### src/hdl/eptc_pkg.sv
// Shared types and constants for the epipole table core.
// No dependencies; used by eptc_ctl, eptc_dp and the top level.
package eptc_pkg;

	localparam int ENTRIES = 16;
	localparam int IDX_W   = $clog2(ENTRIES);
	localparam int CNT_W   = $clog2(ENTRIES + 1);
	localparam int ANG_W   = 24;
	localparam int OUT_W   = ANG_W + 1;
	localparam int POC_W   = 16;
	localparam int DIST_W  = POC_W + 2;

	localparam logic [2:0] FN_INSERT  = 3'd0;
	localparam logic [2:0] FN_MARK    = 3'd1;
	localparam logic [2:0] FN_LOOKUP  = 3'd2;
	localparam logic [2:0] FN_HAS     = 3'd3;
	localparam logic [2:0] FN_PREDICT = 3'd4;

	localparam logic [1:0] ST_OK        = 2'd0;
	localparam logic [1:0] ST_NOT_FOUND = 2'd1;
	localparam logic [1:0] ST_FULL      = 2'd2;
	localparam logic [1:0] ST_NO_GLOBAL = 2'd3;

	localparam logic [1:0] MODE_CLOSEST = 2'd1;
	localparam logic [1:0] MODE_OLD_AVG = 2'd2;

	typedef struct packed {
		logic load;
		logic clr_idx;
		logic inc_idx;
		logic ins_do;
		logic mark;
		logic scan;
		logic pred_init;
		logic finish;
	} cmd_t;

	typedef struct packed {
		logic [2:0] func;
		logic       idx_end;
		logic       key_ge;
		logic       pred_on;
		logic       out_free;
	} sts_t;

endpackage

### src/hdl/eptc_ctl.sv
// Sequencer for the epipole table core.
// Depends on eptc_pkg; drives eptc_dp through cmd_t, watches sts_t.
module eptc_ctl (
	input  logic            clk,
	input  logic            arst_n,
	input  logic            in_valid,
	output logic            in_stall,
	input  eptc_pkg::sts_t  sts,
	output eptc_pkg::cmd_t  cmd
);

	typedef enum logic [2:0] {
		S_IDLE, S_DECODE, S_INS_SCAN, S_INS_DO, S_MARK, S_PRED_INIT, S_SCAN, S_FINISH
	} state_t;

	state_t state_q;

	assign in_stall = (state_q != S_IDLE);

	always_comb begin
		cmd = '0;
		unique case (state_q)
			S_IDLE: begin
				cmd.load    = in_valid;
				cmd.clr_idx = in_valid;
			end
			S_INS_SCAN: cmd.inc_idx = !(sts.idx_end || sts.key_ge);
			S_INS_DO:   cmd.ins_do = 1'b1;
			S_MARK:     cmd.mark = 1'b1;
			S_PRED_INIT: cmd.pred_init = 1'b1;
			S_SCAN: begin
				cmd.scan    = !sts.idx_end;
				cmd.inc_idx = !sts.idx_end;
			end
			S_FINISH:   cmd.finish = sts.out_free;
			default: ;
		endcase
	end

	always_ff @(posedge clk or negedge arst_n) begin
		if (!arst_n) begin
			state_q <= S_IDLE;
		end else begin
			unique case (state_q)
				S_IDLE: if (in_valid) state_q <= S_DECODE;
				S_DECODE: begin
					unique case (sts.func)
						eptc_pkg::FN_INSERT:  state_q <= S_INS_SCAN;
						eptc_pkg::FN_MARK:    state_q <= S_MARK;
						eptc_pkg::FN_LOOKUP,
						eptc_pkg::FN_HAS:     state_q <= S_SCAN;
						eptc_pkg::FN_PREDICT: state_q <= sts.pred_on ? S_PRED_INIT : S_FINISH;
						default:              state_q <= S_FINISH;
					endcase
				end
				S_INS_SCAN: if (sts.idx_end || sts.key_ge) state_q <= S_INS_DO;
				S_INS_DO:    state_q <= S_FINISH;
				S_MARK:      state_q <= S_FINISH;
				S_PRED_INIT: state_q <= S_SCAN;
				S_SCAN:      if (sts.idx_end) state_q <= S_FINISH;
				S_FINISH:    if (sts.out_free) state_q <= S_IDLE;
				default:     state_q <= S_IDLE;
			endcase
		end
	end

endmodule

### src/hdl/eptc_dp.sv
// Datapath of the epipole table core: sorted table, scan index, match and
// closest-distance trackers, result register. Depends on eptc_pkg.
module eptc_dp (
	input  logic                                clk,
	input  logic                                arst_n,
	input  eptc_pkg::cmd_t                      cmd,
	output eptc_pkg::sts_t                      sts,
	input  logic                                cfg_we,
	input  logic [1:0]                          cfg_wdata,
	input  logic [2:0]                          func,
	input  logic signed [eptc_pkg::POC_W-1:0]   cur_pic,
	input  logic signed [eptc_pkg::POC_W-1:0]   ref_pic,
	input  logic signed [eptc_pkg::ANG_W-1:0]   theta_in,
	input  logic signed [eptc_pkg::ANG_W-1:0]   phi_in,
	input  logic                                avail_in,
	output logic                                out_valid,
	input  logic                                out_stall,
	output logic                                hit,
	output logic signed [eptc_pkg::OUT_W-1:0]   theta_out,
	output logic signed [eptc_pkg::OUT_W-1:0]   phi_out,
	output logic [1:0]                          status
);

	localparam int N  = eptc_pkg::ENTRIES;
	localparam int AW = eptc_pkg::ANG_W;
	localparam int PW = eptc_pkg::POC_W;
	localparam int DW = eptc_pkg::DIST_W;
	localparam logic [DW-1:0] D_INF = '1;

	// table
	logic signed [PW-1:0] kc_q [N];
	logic signed [PW-1:0] kr_q [N];
	logic signed [AW-1:0] th_q [N];
	logic signed [AW-1:0] ph_q [N];
	logic [N-1:0]         av_q;
	logic [eptc_pkg::CNT_W-1:0] cnt_q;
	logic [eptc_pkg::CNT_W-1:0] idx_q;
	logic [1:0] mode_q;

	// latched item
	logic [2:0]           fn_q;
	logic signed [PW-1:0] cur_q, ref_q;
	logic signed [AW-1:0] thi_q, phi_q;
	logic                 avi_q;

	// match and predictor trackers
	logic                 f0_q, f1_q, f2_q, full_q, glob_q;
	logic signed [AW-1:0] mt_q [3];
	logic signed [AW-1:0] mp_q [3];
	logic [DW-1:0]        d0_q, d1_q;
	logic signed [AW-1:0] t0_q, p0_q, t1_q, p1_q;

	logic [eptc_pkg::IDX_W-1:0] ri;
	logic signed [PW-1:0] rc, rr;
	logic signed [AW-1:0] rt, rp;
	logic                 ra;
	logic                 idx_end, key_eq, key_ge, out_free;
	logic signed [PW:0]   diff;
	logic [DW-1:0]        dist_abs;
	logic signed [AW:0]   sum_t, sum_p, hs_t, hs_p;
	logic signed [AW-1:0] h1_t, h1_p;

	function automatic logic signed [AW:0] OUT_EXT(input logic signed [AW-1:0] a);
		OUT_EXT = {a[AW-1], a};
	endfunction

	assign ri  = idx_q[eptc_pkg::IDX_W-1:0];
	assign rc  = kc_q[ri];
	assign rr  = kr_q[ri];
	assign rt  = th_q[ri];
	assign rp  = ph_q[ri];
	assign ra  = av_q[ri];
	assign idx_end = (idx_q >= cnt_q);
	assign key_eq  = (rc == cur_q) && (rr == ref_q);
	assign key_ge  = (rc > cur_q) || ((rc == cur_q) && (rr >= ref_q));
	assign out_free = !out_valid || !out_stall;

	assign diff = {cur_q[PW-1], cur_q} - {rc[PW-1], rc};
	assign dist_abs = diff[PW] ? DW'(-diff) : DW'(diff);

	// truncating halves
	assign sum_t = {t0_q[AW-1], t0_q} + {t1_q[AW-1], t1_q};
	assign sum_p = {p0_q[AW-1], p0_q} + {p1_q[AW-1], p1_q};
	assign hs_t  = (sum_t + $signed({{AW{1'b0}}, sum_t[AW]})) >>> 1;
	assign hs_p  = (sum_p + $signed({{AW{1'b0}}, sum_p[AW]})) >>> 1;
	assign h1_t  = (t1_q + $signed({{(AW-1){1'b0}}, t1_q[AW-1]})) >>> 1;
	assign h1_p  = (p1_q + $signed({{(AW-1){1'b0}}, p1_q[AW-1]})) >>> 1;

	always_comb begin
		sts.func     = fn_q;
		sts.idx_end  = idx_end;
		sts.key_ge   = key_ge;
		sts.pred_on  = (mode_q == eptc_pkg::MODE_CLOSEST) || (mode_q == eptc_pkg::MODE_OLD_AVG);
		sts.out_free = out_free;
	end

	always_ff @(posedge clk or negedge arst_n) begin
		if (!arst_n) begin
			av_q      <= '0;
			cnt_q     <= '0;
			idx_q     <= '0;
			mode_q    <= '0;
			out_valid <= 1'b0;
		end else begin
			if (cfg_we) mode_q <= cfg_wdata;
			if (cmd.clr_idx) idx_q <= '0;
			else if (cmd.inc_idx) idx_q <= idx_q + 1'b1;
			if (cmd.ins_do && idx_end && cnt_q != eptc_pkg::CNT_W'(N)) begin
				cnt_q <= cnt_q + 1'b1;
			end else if (cmd.ins_do && !key_eq && cnt_q != eptc_pkg::CNT_W'(N)) begin
				cnt_q <= cnt_q + 1'b1;
			end
			if (cmd.ins_do) begin
				if (!idx_end && key_eq) begin
					av_q[ri] <= avi_q;
				end else if (cnt_q != eptc_pkg::CNT_W'(N)) begin
					for (int j = 1; j < N; j++) begin
						if (eptc_pkg::CNT_W'(j) > idx_q) av_q[j] <= av_q[j-1];
					end
					av_q[ri] <= avi_q;
				end
			end
			if (cmd.mark) begin
				for (int j = 0; j < N; j++) begin
					if (eptc_pkg::CNT_W'(j) < cnt_q && kc_q[j] == cur_q) av_q[j] <= 1'b1;
				end
			end
			if (out_valid && !out_stall) out_valid <= 1'b0;
			if (cmd.finish) out_valid <= 1'b1;
		end
	end

	// table payload, item latch, trackers, result
	always_ff @(posedge clk) begin
		if (cmd.load) begin
			fn_q   <= func;
			cur_q  <= cur_pic;
			ref_q  <= ref_pic;
			thi_q  <= theta_in;
			phi_q  <= phi_in;
			avi_q  <= avail_in;
			f0_q   <= 1'b0;
			f1_q   <= 1'b0;
			f2_q   <= 1'b0;
			full_q <= 1'b0;
			glob_q <= 1'b0;
		end
		if (cmd.ins_do) begin
			if (!idx_end && key_eq) begin
				th_q[ri] <= thi_q;
				ph_q[ri] <= phi_q;
			end else if (cnt_q == eptc_pkg::CNT_W'(N)) begin
				full_q <= 1'b1;
			end else begin
				for (int j = 1; j < N; j++) begin
					if (eptc_pkg::CNT_W'(j) > idx_q) begin
						kc_q[j] <= kc_q[j-1];
						kr_q[j] <= kr_q[j-1];
						th_q[j] <= th_q[j-1];
						ph_q[j] <= ph_q[j-1];
					end
				end
				kc_q[ri] <= cur_q;
				kr_q[ri] <= ref_q;
				th_q[ri] <= thi_q;
				ph_q[ri] <= phi_q;
			end
		end
		if (cmd.pred_init) begin
			// seed both slots from entry 0 with maximum distance
			t0_q <= th_q[0];
			p0_q <= ph_q[0];
			t1_q <= th_q[0];
			p1_q <= ph_q[0];
			d0_q <= D_INF;
			d1_q <= D_INF;
		end
		if (cmd.scan && ra) begin
			if (fn_q == eptc_pkg::FN_PREDICT) begin
				if (rc == -1 && rr == -1) glob_q <= 1'b1;
				if (dist_abs < d0_q) begin
					d0_q <= dist_abs;
					t0_q <= rt;
					p0_q <= rp;
				end else if (dist_abs < d1_q) begin
					d1_q <= dist_abs;
					t1_q <= rt;
					p1_q <= rp;
				end
			end else begin
				if (key_eq) begin
					f0_q <= 1'b1; mt_q[0] <= rt; mp_q[0] <= rp;
				end
				if (rc == cur_q && rr == -1) begin
					f1_q <= 1'b1; mt_q[1] <= rt; mp_q[1] <= rp;
				end
				if (rc == -1 && rr == -1) begin
					f2_q <= 1'b1; mt_q[2] <= rt; mp_q[2] <= rp;
				end
			end
		end
		if (cmd.finish) begin
			hit       <= 1'b0;
			theta_out <= '0;
			phi_out   <= '0;
			status    <= eptc_pkg::ST_OK;
			case (fn_q)
				eptc_pkg::FN_INSERT: if (full_q) status <= eptc_pkg::ST_FULL;
				eptc_pkg::FN_LOOKUP: begin
					if (f0_q) begin
						hit <= 1'b1; theta_out <= OUT_EXT(mt_q[0]); phi_out <= OUT_EXT(mp_q[0]);
					end else if (f1_q) begin
						hit <= 1'b1; theta_out <= OUT_EXT(mt_q[1]); phi_out <= OUT_EXT(mp_q[1]);
					end else if (f2_q) begin
						hit <= 1'b1; theta_out <= OUT_EXT(mt_q[2]); phi_out <= OUT_EXT(mp_q[2]);
					end else begin
						status <= eptc_pkg::ST_NOT_FOUND;
					end
				end
				eptc_pkg::FN_HAS: begin
					if (f0_q) hit <= 1'b1;
					else status <= eptc_pkg::ST_NOT_FOUND;
				end
				eptc_pkg::FN_PREDICT: begin
					if (sts.pred_on) begin
						if (!glob_q) begin
							status <= eptc_pkg::ST_NO_GLOBAL;
						end else if (d0_q == d1_q) begin
							if (mode_q == eptc_pkg::MODE_OLD_AVG) begin
								theta_out <= OUT_EXT(t0_q) + OUT_EXT(h1_t);
								phi_out   <= OUT_EXT(p0_q) + OUT_EXT(h1_p);
							end else begin
								theta_out <= hs_t;
								phi_out   <= hs_p;
							end
						end else begin
							theta_out <= OUT_EXT(t0_q);
							phi_out   <= OUT_EXT(p0_q);
						end
					end
				end
				default: ;
			endcase
		end
	end

endmodule

### src/hdl/epipole_table_with_closest_predictor_core.sv
// Top level of the epipole table core: sequencer plus datapath.
// Depends on eptc_pkg, eptc_ctl and eptc_dp.
//
// Input channel (in_valid/in_stall) carries one operation per transfer:
// insert, make available, lookup, has or predict. Every operation returns
// exactly one result transfer on the output channel (out_valid/out_stall).
// prediction_mode is written through cfg_we/cfg_wdata; the user must write it
// only while idle, since the block does not enforce this. One operation at
// a time. The sequencer scans the table one entry per cycle through its
// single read port. The result sits in an output register, so the next
// item is taken while the previous result waits; if the receiver keeps
// stalling, the following result is held in its final step until the
// output register frees up.
// Reset empties the table, clears all availability marks and sets the
// mode to zero; no clearing pass is needed.
module epipole_table_with_closest_predictor_core (
	input  logic                                clk,
	input  logic                                arst_n,
	input  logic                                cfg_we,
	input  logic [1:0]                          cfg_wdata,
	input  logic                                in_valid,
	output logic                                in_stall,
	input  logic [2:0]                          func,
	input  logic signed [eptc_pkg::POC_W-1:0]   cur_pic,
	input  logic signed [eptc_pkg::POC_W-1:0]   ref_pic,
	input  logic signed [eptc_pkg::ANG_W-1:0]   theta_in,
	input  logic signed [eptc_pkg::ANG_W-1:0]   phi_in,
	input  logic                                avail_in,
	output logic                                out_valid,
	input  logic                                out_stall,
	output logic                                hit,
	output logic signed [eptc_pkg::OUT_W-1:0]   theta_out,
	output logic signed [eptc_pkg::OUT_W-1:0]   phi_out,
	output logic [1:0]                          status
);

	eptc_pkg::cmd_t cmd;
	eptc_pkg::sts_t sts;

	eptc_ctl u_ctl (
		.clk      (clk),
		.arst_n   (arst_n),
		.in_valid (in_valid),
		.in_stall (in_stall),
		.sts      (sts),
		.cmd      (cmd)
	);

	eptc_dp u_dp (
		.clk       (clk),
		.arst_n    (arst_n),
		.cmd       (cmd),
		.sts       (sts),
		.cfg_we    (cfg_we),
		.cfg_wdata (cfg_wdata),
		.func      (func),
		.cur_pic   (cur_pic),
		.ref_pic   (ref_pic),
		.theta_in  (theta_in),
		.phi_in    (phi_in),
		.avail_in  (avail_in),
		.out_valid (out_valid),
		.out_stall (out_stall),
		.hit       (hit),
		.theta_out (theta_out),
		.phi_out   (phi_out),
		.status    (status)
	);

endmodule
### config.mk
export PLATFORM = sky130hd
export DESIGN_NAME = epipole_table_with_closest_predictor_core
export DESIGN_NICKNAME = d
export VERILOG_FILES = /design/src/hdl/eptc_pkg.sv /design/src/hdl/eptc_ctl.sv /design/src/hdl/eptc_dp.sv /design/src/hdl/epipole_table_with_closest_predictor_core.sv
export SDC_FILE = /design/constraint.sdc
export NUM_CORES = 2
export LEC_CHECK = 0
export BUFFER_PORTS_ARGS = -buffer_cell sky130_fd_sc_hd__buf_2
export CAP_MARGIN = 20
export CORE_MARGIN = 1.5
export CORE_UTILIZATION = 55
export CTS_CLUSTER_DIAMETER = 200
export DETAILED_ROUTE_END_ITERATION = 7
export GPL_TIMING_DRIVEN = 0
export PLACE_DENSITY = 0.78
export SYNTH_ARGS = -nofsm -noshare
export SYNTH_HDL_FRONTEND = slang
export SYNTH_SLANG_ARGS = --single-unit
export TNS_END_PERCENT = 20
### constraint.sdc
create_clock -name clk -period 18.14 [get_ports clk]
set_input_delay 0 -clock clk [delete_from_list [all_inputs] [get_ports clk]]
set_output_delay 0 -clock clk [all_outputs]
set_load 0.02 [all_outputs]
**Word level (Yosys, flattened, before mapping)**

Memories as Yosys holds them, arrays and structs flattened.
Index checks and enable logic that the tools add are counted.
Widths: inputs -> output; s select.

- Register bits after elaboration: 306
- Bits in writable memories: 1,424
- Bits of input ports: 91
- Output and inout bits: 55
- Logic and storage cells: 450
- Memories: 6

- Add/subtract/negate cells: 12
- Order comparisons: 38
- Equality and inequality tests: 40
- Muxes and demuxes: 279
- Bitwise logic cells: 2
- Reductions and logical operators: 46

Memory list:

| name | words | width | rd ports | clocked after Yosys merged registers in | write ports | RTL line | text |
|---|---|---|---|---|---|---|---|
| u_dp.ph_q | 16 | 24 | 16 | 0 | 16 | eptc_dp.sv:34 | `logic signed [AW-1:0] ph_q [N];` |
| u_dp.th_q | 16 | 24 | 16 | 0 | 16 | eptc_dp.sv:33 | `logic signed [AW-1:0] th_q [N];` |
| u_dp.kc_q | 16 | 16 | 17 | 0 | 16 | eptc_dp.sv:31 | `logic signed [PW-1:0] kc_q [N];` |
| u_dp.kr_q | 16 | 16 | 16 | 0 | 16 | eptc_dp.sv:32 | `logic signed [PW-1:0] kr_q [N];` |
| u_dp.mp_q | 3 | 24 | 3 | 0 | 3 | eptc_dp.sv:49 | `logic signed [AW-1:0] mp_q [3];` |
| u_dp.mt_q | 3 | 24 | 3 | 0 | 3 | eptc_dp.sv:48 | `logic signed [AW-1:0] mt_q [3];` |

Operator list:

| operator | number |
|---|---|
| $mux 24 | 20 |
| $mux 25 | 14 |
| $eq 16x16->1 | 18 |
| $mux 1 | 205 |
| $mux 18 | 10 |
| $pmux 25 s2 | 2 |
| $mux 16 | 4 |
| $add 24x23->25 | 2 |
| $add 24x24->25 | 2 |
| $add 25x2->25 | 2 |
| $add 24x2->24 | 2 |
| $gt 4x5->1 const A | 8 |
| $lt 4x5->1 const A | 8 |
| $lt 18x18->1 | 2 |
| $bwmux 16 | 2 |
| $eq 16x1->1 const B | 2 |
| $logic_and 1x1->1 | 28 |
| $pmux 3 s7 | 1 |
| $gt 3x5->1 const A | 4 |
| $lt 3x5->1 const A | 4 |
| $mux 5 | 4 |
| $eq 18x18->1 | 1 |
| $neg 17->18 | 1 |
| $sub 16x16->17 | 1 |
| other kinds (34) | 70 |

**Longest topological paths before layout**

An unclocked memory read counts as a cell.

- Depth after elaboration: 12
- Gate-level depth with buffers: 33
- Gate-level depth less buffers: 27

**Cells and area by module**

A second synthesis with hierarchy kept.

- Cells, all modules: 6,840
- Area, all modules: 92,761.5 µm²

By module, submodules not included:

| module | times used | cells an instance | area an instance (µm²) | seq. area each (µm²) |
|---|---|---|---|---|
| eptc_dp | 1 | 6,799 | 92,487.5 | 50,343.3 |
| eptc_ctl | 1 | 41 | 274.0 | 75.1 |

**Least setup slack after synthesis**

No wires, ideal clock.

- Path type: reg-to-reg
- Start: register u_dp.idx_q[1] (netlist name)
- End: memory u_dp.ph_q[15][0] (netlist name), enable pin
- Setup time: 0.520 ns
- Arrival time: 7.613 ns
- Required time: 17.620 ns
- Slack: 10.007 ns
- Stages on the path, launching flop included: 17
- Buffers on the path: 6
- Period minus slack after synthesis: 8.133 ns
- Cells stage by stage: dfrtp_1 > buf_2 > buf_2 > buf_1 > mux4_2 > mux4_2 > inv_1 > ha_1 > clkbuf_1 > nand3_1 > nor4_1 > o2111a_1 > nand2b_1 > nand2b_1 > clkbuf_1 > clkbuf_1 > o21ai_0

RTL lines:

| item | RTL line | text |
|---|---|---|
| from (decl) | eptc_dp.sv:37 | `logic [eptc_pkg::CNT_W-1:0] idx_q;` |
| from (signal assigned) | eptc_dp.sv:107 | `else if (cmd.inc_idx) idx_q <= idx_q + 1'b1;` |
| to (decl) | eptc_dp.sv:34 |  |

**Worst setup path after layout**

- Start: register u_dp.idx_q[2] (netlist name)
- End: register u_dp.d1_q[0]

- Longest elaborated chain between the ends: 9
- Elaborated cells between the ends (all ways): 16
- Classes of those cells: add/sub (2); order compare (3); mux (8); reduce/logical (2); memory (1)

RTL lines:

| item | RTL line | text |
|---|---|---|
| $mem_v2 16x16 | - |  |
| $sub 16x16->17 | eptc_dp.sv:78 | `assign diff = {cur_q[PW-1], cur_q} - {rc[PW-1], rc};` |
| $neg 17->18 | eptc_dp.sv:79 | `assign dist_abs = diff[PW] ? DW'(-diff) : DW'(diff);` |
| $mux 18 | eptc_dp.sv:79 |  |
| $lt 18x18->1 | eptc_dp.sv:185 | `end else if (dist_abs < d1_q) begin` |
| $mux 18 | eptc_dp.sv:185 |  |
| $mux 18 | eptc_dp.sv:181 | `if (dist_abs < d0_q) begin` |
| $mux 18 | eptc_dp.sv:179 | `if (fn_q == eptc_pkg::FN_PREDICT) begin` |
| $mux 18 * | eptc_dp.sv:178 | `if (cmd.scan && ra) begin` |
| to (signal assigned) | eptc_dp.sv:186 | `d1_q <= dist_abs;` |
| to (decl) | eptc_dp.sv:50 | `logic [DW-1:0] d0_q, d1_q;` |

Mark *: on every way between the ends. The rest lies on a longest branch, timed or not. The select of a mux whose other input is x is not followed.
A chain may end at the register's enable or synchronous reset.

==> impl_metrics.tcl <==
set metrics [dict create \
    p_per_area_nw_per_um2 186.0 \
    io-pin-count 146 \
    synth-xor-area-share_pct 4.284 \
    yosys.area_share.simple_pct 5.577 \
    yosys.area.top_type "edfxtp_1" \
    vdd_drop_max_mv 0.1120 \
    synthesis.area_um2 92550 \
    ys_seq_area_share_pct 54.48 \
    synth_mux_area_share_pct 24.06 \
    synth_edf_count 1561 \
    antenna_left 0 \
    core_region_area_um2 167200 \
    synth_top_cell_area_share_pct 50.65 \
    port_buffers 145 \
    final.setup.tns_ns 0 \
    max_stage_delay_ns 0.99 \
    finalCritPeriodShare_pct 55.89 \
    synth.avg_cell_area_um2 14.22 \
    clock_sinks 1730 \
    post_cts_buffers 0 \
    grt_pass1_wl_um 451600 \
    cp_slowest_cell "buf_1" \
    totalWireLength_um 317500 \
    dieHeight_um 413.2 \
    cts_root_buf "clkbuf_16" \
    antenna_found_initial 9 \
    layout.cells.most_common "edfxtp_1" \
    ys_ff_latch 1730 \
    synth-compound-area-share_pct 6.532 \
    outcome "finished, final reports clean" \
    fmax_mhz 98.63 \
    synth-adder-area-share_pct 2.542 \
    numCtsBuffers 180 \
    synthFlopType "edfxtp_1" \
    vias 66080 \
    synth_top_family_by_area "multiplexers" \
    synth.distinct_cells 103 \
    gp_congestion 1.040 \
    finClkSkew_ns 0.04232 \
    htreeDepth 4 \
    grt_max_degree 64 \
    drt-wirelength-per-cell_um 33.46 \
    clock_path_buffers 3 \
    hold_viol 0 \
    min_path_type "primary input to register" \
    first_pass_iters 6 \
    viasPerCell 6.963 \
    worstSkewPairLatency_ns 0.86 \
    route.detailed.drc 0 \
    dieArea_um2 170700 \
    finalSetupViolations 0 \
    synthArstFlopShare_pct 1.850 \
    netlist_top_cells_area "edfxtp_1 51%, mux2_2 14%, mux4_2 9.9%, dfxtp_1 3.0%, ha_1 2.4%" \
    cp-start-kind "register" \
    final_cell_mix "1,561 x edfxtp_1, 1,152 x mux2_2, 405 x mux4_2" \
    rsz0062_at_grt "no" \
    worst_pin_slew_ns 1.299 \
    cts_tree "built" \
    crit_arrival_ns 10.85 \
    groute.usage.overall_pct 36.86 \
    nets 7416 \
    drt_iter0_markers 10890 \
    netlist_instances 6510 \
    p_total_mw 19.77 \
    worst_setup_path_end_kind "register" \
    crit_required_ns 18.85 \
    syn_to_final_growth_pct 14.88 \
    min_period_ns 10.14 \
    grt_remaining_overflow 0 \
    dpl.hpwl_um 228200 \
    finalMaxSlewViolations 0 \
    fp.dieW_um 413.2 \
    worstPathMaxFanout 10 \
    crit_type "register to register" \
    placementRows 150 \
    power.static_leakage_nw 36.27 \
    cts.clk_slew.worst_paths_ns 0.06 \
    ys.warnings.count 0 \
    drive_gt1_share_pct 30.29 \
    grt_pass1_vias 64070 \
    maxSlewHeadroom_pct 13.37 \
    initial_core_util_pct 55.35 \
    drv_cap 0 \
]
## routing by layer
metal | GRT usage [%] | up-vias | routed length [µm] | part of all wire (%)
met5 | 0 | - | 40 | 0.013
met4 | 16.32 | 6 | 16510 | 5.2
met3 | 12.51 | 987 | 47310 | 15
met2 | 54.45 | 5495 | 138700 | 44
met1 | 49.48 | 32930 | 115000 | 36
li1 | - | 26670 | - | -
## registers in the layout (all words and copies together), names as in the netlist, 5 cells and up
signal and count:
u_dp.theta_out 25, u_dp.mp_q 72, u_dp.ref_q 16, u_dp.p1_q 24
u_dp.p0_q 24, u_dp.thi_q 24, u_dp.cur_q 16, u_dp.kr_q 256
u_dp.t0_q 24, u_dp.t1_q 24, u_dp.d0_q 18, u_dp.th_q 384
u_dp.ph_q 384, u_dp.kc_q 256, u_dp.av_q 16, u_dp.cnt_q 5
u_dp.d1_q 18, u_dp.phi_q 24, u_dp.mt_q 72, u_dp.idx_q 5
u_dp.phi_out 25
## through the flow
stage / hold slack (ns) / util, % / area [µm²] / worst slack [ns] / std cells
finish: 0.1206 / 63.58 / 106300 / 8.001 / 9490
global route: 0.1688 / 63.58 / 106300 / 7.638 / 9487
CTS: 0.08791 / 63.40 / 106000 / 8.373 / 9467
detailed placement: 0.1311 / 58.89 / 98490 / 8.440 / 8961
global placement: 0.1270 / 57.43 / 96040 / 2.602 / 8860
floorplan: -0.2956 / - / 92560 / 10.01 / 6511
## power breakdown
part           internal [mW]  switching [mW]
clock network           2.07            1.64
registers               5.75           0.777
logic                   3.84            5.70
## timing repair
item                                   CTS  global route
resized for setup                        0             0
setup endpoints to repair                0             0
endpoints found under the hold margin  183             0
hold buffers                           181             0
## path summary, 6_finish.rpt
path	from	to	slack (ns)	cells after the start
max in group asynchronous	arst_n	u_ctl.state_q[0]$_DFFE_PN0P_	17.69	4
hold / removal	out_stall	u_dp.out_valid$_DFFE_PN0P_	0.12	4
setup reg to reg	u_dp.idx_q[2]$_DFFE_PN0P_	u_dp.d1_q[0]$_DFF_P_	8.00	33
setup / recovery	u_dp.idx_q[2]$_DFFE_PN0P_	u_dp.d1_q[0]$_DFF_P_	8.00	33
hold reg to reg	u_dp.d0_q[17]$_DFF_P_	u_dp.d0_q[17]$_DFF_P_	0.50	2
min in group asynchronous	arst_n	u_ctl.state_q[1]$_DFFE_PN0P_	0.23	4
## cell usage after synthesis, types with 83 or more instances
| cell type | count |
|---|---|
| xor2_1 | 247 |
| mux4_2 | 405 |
| nand2_1 | 320 |
| a21oi_1 | 232 |
| ha_1 | 180 |
| nor2_1 | 178 |
| o21ai_0 | 252 |
| nor3_1 | 83 |
| clkbuf_1 | 317 |
| buf_1 | 111 |
| mux2_2 | 1152 |
| inv_1 | 142 |
| edfxtp_1 | 1561 |
| xnor2_1 | 202 |
| dfxtp_1 | 137 |
## worst max-delay path: cells and delay by family (launching register included)
family | cells | cell delay, ns
buf+inv | 8 | 3.56
compound gates | 14 | 2.57
simple gates | 7 | 1.85
mux | 2 | 1.08
fa+ha+maj | 2 | 0.55
flops | 1 | 0.36
## final cells by class
cell class / instances / area, µm²
Clock inverter: 100 / 928.4
Timing Repair Buffer: 447 / 4940
Tap cell: 2204 / 2758
Multi-Input combinational cell: 4171 / 40130
Buffer: 468 / 1812
Fill cell: 11780 / 60900
Clock buffer: 225 / 4790
Antenna cell: 3 / 7.507
Inverter: 142 / 538.0
Sequential cell: 1730 / 50420
## logic make-up after synthesis
group | after synthesis
compound gates | 932
xor+xnor | 451
fa+ha+maj | 185
buf+inv | 610
flops | 1730
mux | 1574
other cells | 1
simple gates | 1027
(Power assumes the default switching activity.)
